==> src/sv/binary_max_heap_queue_defines.svh <==
// Assertion macros used by the heap queue core.
`ifndef BINARY_MAX_HEAP_QUEUE_DEFINES_SVH
`define BINARY_MAX_HEAP_QUEUE_DEFINES_SVH

// Checked at every rising edge outside reset.
`define HBQ_ASSERT(name, prop, msg) \
	name: assert property (@(posedge clk) disable iff (!arst_n) prop) \
		else $error(msg);

// Checked at every rising edge, reset included.
`define HBQ_ASSERT_ALWAYS(name, prop, msg) \
	name: assert property (@(posedge clk) prop) \
		else $error(msg);

`endif

==> src/sv/hbq_pkg.sv <==
`timescale 1ns / 1ps

package hbq_pkg;

	localparam int CAPACITY = 64;
	localparam int IDX_W    = $clog2(CAPACITY);
	localparam int CNT_W    = $clog2(CAPACITY + 1);
	localparam int CHILD_W  = IDX_W + 2;
	localparam int KEY_W    = 32;
	localparam int DATA_W   = 32;
	localparam int COUNT_W  = 7;
	localparam int STATUS_W = 2;

	localparam logic KIND_INSERT  = 1'b0;
	localparam logic KIND_EXTRACT = 1'b1;

	typedef enum logic [STATUS_W-1:0] {
		STAT_INSERTED  = 2'd0,
		STAT_EXTRACTED = 2'd1,
		STAT_EMPTY     = 2'd2,
		STAT_FULL      = 2'd3
	} status_t;

	typedef enum logic [2:0] {
		S_IDLE,
		S_UP_CMP,
		S_DN_LOAD,
		S_DN_CMP,
		S_WR_CUR,
		S_DONE
	} state_t;

	typedef struct packed {
		logic [KEY_W-1:0]         key;
		logic signed [DATA_W-1:0] data;
	} entry_t;

	localparam int ENTRY_W = $bits(entry_t);

	typedef struct packed {
		logic                     kind;
		logic [KEY_W-1:0]         key;
		logic signed [DATA_W-1:0] data;
	} item_t;

	typedef struct packed {
		status_t                  status;
		logic [KEY_W-1:0]         top_key;
		logic signed [DATA_W-1:0] top_data;
		logic [COUNT_W-1:0]       count;
	} result_t;

endpackage

==> src/sv/hbq_core.sv <==
`timescale 1ns / 1ps
`include "binary_max_heap_queue_defines.svh"

module hbq_core import hbq_pkg::*; (
	input  logic             clk,
	input  logic             arst_n,
	input  logic             start,
	input  item_t            item,
	input  logic             res_ack,
	output logic             idle,
	output logic             res_valid,
	output result_t          res,
	output logic             wr_en,
	output logic [IDX_W-1:0] wr_addr,
	output entry_t           wr_data,
	output logic [IDX_W-1:0] rd_addr_a,
	output logic [IDX_W-1:0] rd_addr_b,
	input  entry_t           rd_data_a,
	input  entry_t           rd_data_b
);

	state_t             state_q, state_d;
	logic [IDX_W-1:0]   pos_q, pos_d;
	logic [CNT_W-1:0]   cnt_q, cnt_d;
	entry_t             cur_q, cur_d;
	entry_t             top_q, top_d;
	status_t            status_q, status_d;

	logic [IDX_W-1:0]   up_idx;
	logic [IDX_W-1:0]   cnt_up_idx;
	logic [CHILD_W-1:0] left_idx;
	logic [CHILD_W-1:0] right_idx;
	logic [CHILD_W-1:0] n_ext;
	logic               has_right;
	logic               pick_right;
	entry_t             pick;
	logic [IDX_W-1:0]   pick_idx;
	logic [CHILD_W-1:0] next_left;
	logic               up_swap;
	logic               dn_swap;
	logic               is_full;
	logic               is_empty;

	// The entry being moved stays in cur_q; only the hole position is tracked.
	assign up_idx     = (pos_q - IDX_W'(1)) >> 1;
	assign cnt_up_idx = IDX_W'((cnt_q - CNT_W'(1)) >> 1);
	assign left_idx   = {1'b0, pos_q, 1'b1};
	assign right_idx  = left_idx + CHILD_W'(1);
	assign n_ext      = CHILD_W'(cnt_q);
	assign has_right  = right_idx < n_ext;
	assign pick_right = has_right && !(rd_data_a.key > rd_data_b.key);
	assign pick       = pick_right ? rd_data_b : rd_data_a;
	assign pick_idx   = pick_right ? right_idx[IDX_W-1:0] : left_idx[IDX_W-1:0];
	assign next_left  = {1'b0, pick_idx, 1'b1};
	assign up_swap    = cur_q.key > rd_data_a.key;
	assign dn_swap    = pick.key > cur_q.key;
	assign is_full    = cnt_q == CNT_W'(CAPACITY);
	assign is_empty   = cnt_q == '0;

	always_comb begin
		state_d = state_q;
		case (state_q)
			S_IDLE: begin
				if (start) begin
					if (item.kind == KIND_INSERT) begin
						if (is_full) begin
							state_d = S_DONE;
						end else if (is_empty) begin
							state_d = S_WR_CUR;
						end else begin
							state_d = S_UP_CMP;
						end
					end else begin
						state_d = is_empty ? S_DONE : S_DN_LOAD;
					end
				end
			end
			S_UP_CMP: begin
				if (!up_swap) begin
					state_d = S_DONE;
				end else if (up_idx == '0) begin
					state_d = S_WR_CUR;
				end
			end
			S_DN_LOAD: begin
				state_d = (cnt_q > CNT_W'(1)) ? S_DN_CMP : S_WR_CUR;
			end
			S_DN_CMP: begin
				if (!dn_swap) begin
					state_d = S_DONE;
				end else if (!(next_left < n_ext)) begin
					state_d = S_WR_CUR;
				end
			end
			S_WR_CUR: begin
				state_d = S_DONE;
			end
			S_DONE: begin
				if (res_ack) begin
					state_d = S_IDLE;
				end
			end
			default: begin
				state_d = S_IDLE;
			end
		endcase
	end

	always_comb begin
		pos_d     = pos_q;
		cnt_d     = cnt_q;
		cur_d     = cur_q;
		top_d     = top_q;
		status_d  = status_q;
		wr_en     = 1'b0;
		wr_addr   = pos_q;
		wr_data   = cur_q;
		rd_addr_a = '0;
		rd_addr_b = '0;
		case (state_q)
			S_IDLE: begin
				if (start) begin
					if (item.kind == KIND_INSERT) begin
						top_d = '0;
						if (is_full) begin
							status_d = STAT_FULL;
						end else begin
							status_d  = STAT_INSERTED;
							cur_d     = '{key: item.key, data: item.data};
							pos_d     = cnt_q[IDX_W-1:0];
							cnt_d     = cnt_q + CNT_W'(1);
							rd_addr_a = cnt_up_idx;
						end
					end else if (is_empty) begin
						status_d = STAT_EMPTY;
						top_d    = '{key: '0, data: '1};
					end else begin
						status_d  = STAT_EXTRACTED;
						cnt_d     = cnt_q - CNT_W'(1);
						rd_addr_a = '0;
						rd_addr_b = IDX_W'(cnt_q - CNT_W'(1));
					end
				end
			end
			S_UP_CMP: begin
				wr_en = 1'b1;
				if (up_swap) begin
					wr_data   = rd_data_a;
					pos_d     = up_idx;
					rd_addr_a = (up_idx - IDX_W'(1)) >> 1;
				end
			end
			S_DN_LOAD: begin
				// Root goes out; the last entry is sifted down from the root.
				top_d     = rd_data_a;
				cur_d     = rd_data_b;
				pos_d     = '0;
				rd_addr_a = IDX_W'(1);
				rd_addr_b = IDX_W'(2);
			end
			S_DN_CMP: begin
				wr_en = 1'b1;
				if (dn_swap) begin
					wr_data   = pick;
					pos_d     = pick_idx;
					rd_addr_a = next_left[IDX_W-1:0];
					rd_addr_b = next_left[IDX_W-1:0] + IDX_W'(1);
				end
			end
			S_WR_CUR: begin
				wr_en = 1'b1;
			end
			S_DONE: begin
			end
			default: begin
			end
		endcase
	end

	always_ff @(posedge clk or negedge arst_n) begin
		if (!arst_n) begin
			state_q <= S_IDLE;
			cnt_q   <= '0;
		end else begin
			state_q <= state_d;
			cnt_q   <= cnt_d;
		end
	end

	always_ff @(posedge clk) begin
		pos_q    <= pos_d;
		cur_q    <= cur_d;
		top_q    <= top_d;
		status_q <= status_d;
	end

	assign idle          = state_q == S_IDLE;
	assign res_valid     = state_q == S_DONE;
	assign res.status    = status_q;
	assign res.top_key   = top_q.key;
	assign res.top_data  = top_q.data;
	assign res.count     = COUNT_W'(cnt_q);

	`HBQ_ASSERT_ALWAYS(a_cnt_bound, !arst_n || cnt_q <= CNT_W'(CAPACITY), "entry count above capacity")
	`HBQ_ASSERT(a_no_write_idle, (state_q == S_IDLE || state_q == S_DONE) |-> !wr_en,
		"memory written outside a sift")
	`HBQ_ASSERT(a_start_idle, start |-> state_q == S_IDLE, "operation started while busy")
	`HBQ_ASSERT(a_done_hold, (state_q == S_DONE && !res_ack) |=>
		(state_q == S_DONE && $stable(cnt_q) && $stable(top_q)), "pending result changed")

endmodule

==> config.mk <==
export PLATFORM = sky130hd
export DESIGN_NAME = hbq_core
export DESIGN_NICKNAME = d
export VERILOG_FILES = /design/src/sv/hbq_pkg.sv /design/src/sv/hbq_core.sv
export VERILOG_INCLUDE_DIRS = /design/src /design/src/sv
export SDC_FILE = /design/constraint.sdc
export NUM_CORES = 1
export LEC_CHECK = 0
export BUFFER_PORTS_ARGS = -buffer_cell sky130_fd_sc_hd__buf_2
export CORE_MARGIN = 8
export CORE_UTILIZATION = 30
export CTS_CLUSTER_DIAMETER = 200
export DETAILED_ROUTE_END_ITERATION = 12
export GPL_ROUTABILITY_DRIVEN = 0
export MAX_ROUTING_LAYER = met4
export PLACE_DENSITY = 0.5
export SETUP_SLACK_MARGIN = 0.2
export SLEW_MARGIN = 20
export SYNTH_ARGS = -nofsm -noshare
export SYNTH_HDL_FRONTEND = slang
export SYNTH_SLANG_ARGS = --single-unit
==> constraint.sdc <==
create_clock -name clk -period 10 [get_ports clk]
set_input_delay 0.5 -clock clk [delete_from_list [all_inputs] [get_ports clk]]
set_output_delay 0.5 -clock clk [all_outputs]
set_load 0.01 [all_outputs]
==> out/qor.yml <==
yosys:
  postSynthCellCount: 1211
  synth_cell_type_count: 63
  synthesis.area_um2: 10900
  ys.flop_type: "edfxtp_1"
  avgSynthCellArea_um2: 9.00
  syn_nets: 1522
  synth-seq-area-share_pct: 39.8
  synth_edf_count: 136
  synth_warnings: 0
  synth-seq-cells: 146
  synth-async-reset-ratio_pct: 6.85
clock_tree:
  clkLatencyLatePin_ns: 0.44
  ctsHtreeMaxLevel: 4
  cts_tree: "built"
  root_buffer: "clkbuf_16"
  cts_buffers: 17
  cts_buffer_depth: 2
  ctsResizeCount: 0
  path_clk_slew_ns: 0.07
  clock_sinks: 146
floorplan:
  die_area_um2: 42700
  num_rows: 70
  die_y_um: 207
  core_um2: 36200
  pin_count: 355
  start_util_pct: 30.1
  die_width_um: 207
drt:
  dr_total_vias: 10242
  drc_errors: 0
  wl_met1_mm: 17.5
  ant_nets: 0
  via_per_inst: 5.10
  drt-initial-drc-count: 664
  dr_wl_met3_mm: 2.83
  wire_per_inst_um: 20.4
  route.met2.wl_mm: 20.1
  firstDrtPassIters: 5
  routed_wl_mm: 41.1
  top_layer_used: "met4"
run:
  cap_violations: 0
global_route:
  antenna_found_initial: 7
  globalRouteOverflowTotal: 0
  grt_pass1_vias: 10536
  grt_max_degree: 105
  grt_pass1_wl_mm: 61.1
  grt_util_all_layers_pct: 19.3
sta:
  setup_viol: 0
  period_needed_ns: 7.71
  maxSlewHeadroom_pct: 28.4
  whs_ns: 0.329
  rsz0062_at_grt: "no"
  fin_crit_sh_pct: 77.1
  hold_viol_final: 0
  finalSetupTns_ns: 0
  finClkSkew_ns: 0.0134
  tightest_slew_ns: 1.07
  slew_viol_final: 0
  max_freq_mhz: 130
  worst_slack_ns: 2.29
setup_path:
  slowest_stage: "buf_4"
  cp_max_fo: 104
  critical_path.max_stage_delay_ns: 0.75
  worstSetupPathType: "reg2out"
  crit_chain: "ha_1 > nand3_1 > xnor2_1 > ha_1 > o211ai_1 > a21oi_1 > or4_1 > nor3_4 > buf_6 > o21ai_1 > ha_1 > nand4_1 > or4_1 > or2_1 > o21ai_2 > and2_4 > buf_4 > nor3_1 > a221o_1 > buf_2"
  cp.arrival_ns: 7.21
  crit_required_ns: 9.50
  start_kind: "flop"
  crit_top_cell: "ha_1"
  critical_path.endpoint_type: "primary output"
power:
  ir_drop_uv: 152
  powerDensity_nw_per_um2: 246
  total_leakage_power_nw: 6.63
  fin_total_pwr_w: 0.00337
min_path:
  hold_path_class: "in2reg"
layout:
  syn_to_final_growth_pct: 25.5
  nFillCells: 3769
  layout_common_cells: "354 x buf_2, 203 x nand2_1, 136 x edfxtp_1"
  nets: 1832
  drive_gt1_share_pct: 26.5
  final_common_cell: "buf_2"
  final_cells: 2010
place:
  portBuffers: 354
  place_ws_ns: 2.49
  place_hpwl_mm: 31.1
  place_inst: 1969
run_status:
  status: "completed"
## critical path: cells and delay by family, from the launching register on
kind,cells,cell delay [ns]
and+or+nand+nor,8,2.36
buffers and inverters,3,1.58
AOI/OAI and AO/OA,5,1.03
adders and majority gates,3,0.99
DFF,1,0.47
xor gates and xnor gates,1,0.17
## report_power, final
group	switching, W	internal [W]	total, W
logic	0.00108	0.000676	0.00176
registers	0.000123	0.000830	0.000953
clock network	0.000266	0.000389	0.000655
total	0.00147	0.00189	0.00337
## cell families (layout without fill, tap and decap cells)
kind of cell	Yosys count	in the layout	synth area share, %
flops	146	146	39.8
mux	5	5	0.459
compound gates	312	312	20.2
other cells	0	8	0
fa+ha+maj	114	114	13.1
buf+inv	197	520	7.11
xor+xnor	25	25	2.01
simple gates	412	412	17.4
## cells in the mapped netlist, drive strengths merged, types with 6 or more instances
cell    count  share of area, %
a31oi       6              0.40
a221o      64               5.9
clkbuf     50               1.7
nand2     204               7.0
a21o       50               3.4
ha        114                13
nand3       9              0.41
o21ai      92               4.3
nor3       43               2.1
dfrtp      10               2.3
inv       120               4.1
a21oi      51               2.3
o221ai      7              0.56
nor4        8              0.46
nand4      25               1.4
and3       37               2.1
nor2       54               1.9
buf        27               1.3
xnor2      17               1.4
nor2b       9              0.52
edfxtp    136                37
xor2        8              0.64
## cell type report
cell class              instances  area, um2  area share (%)
inverters                     120        450            3.29
multi-input cells             868       5830            42.6
clock inverters                12        140            1.02
diodes                          8       20.0           0.146
well taps                     468        586            4.28
clock buffers                  20        437            3.19
repair buffers                368       1880            13.8
flip-flops and latches        146       4330            31.7
## sequential cells by signal (all words and copies together), names as in the netlist
register  count
wr_addr       6
state_q       3
cur_q        64
res          64
status_q      2
cnt_q         7
## path summary, 6_finish.rpt
| check | start | cells after the start | slack, ns | to |
|---|---|---|---|---|
| setup / recovery | wr_addr[1] | 20 | 2.29 | wr_data[62] |
| hold / removal | rd_data_b[22] | 3 | 0.33 | cur_q[22] |
| setup reg to reg | wr_addr[1] | 18 | 3.64 | state_q[0] |
| hold reg to reg | cnt_q[4] | 1 | 0.64 | cnt_q[4] |
| max in group asynchronous | arst_n | 2 | 9.31 | cnt_q[6] |
| min in group asynchronous | arst_n | 2 | 0.47 | cnt_q[5] |
## what timing repair did
item,CTS,global route
hold endpoints to repair,10,0
hold buffers,1,0
buffers inserted,0,0
## stage by stage
| stage | utilization (%) | area (um2) |
|---|---|---|
| final | 37.8 | 13700 |
| after global routing | 37.8 | 13700 |
| after CTS | 37.7 | 13700 |
| after detailed placement | 36.1 | 13100 |
| after global placement | 36.1 | 13100 |
| after floorplan | - | 10900 |
## per-layer routing
layer	vias up	GRT usage, %
met5	-	-
met4	0	4.99
met3	30	3.82
met1	4829	23.5
li1	5043	-
met2	340	32.3
(Power assumes the default switching activity.)
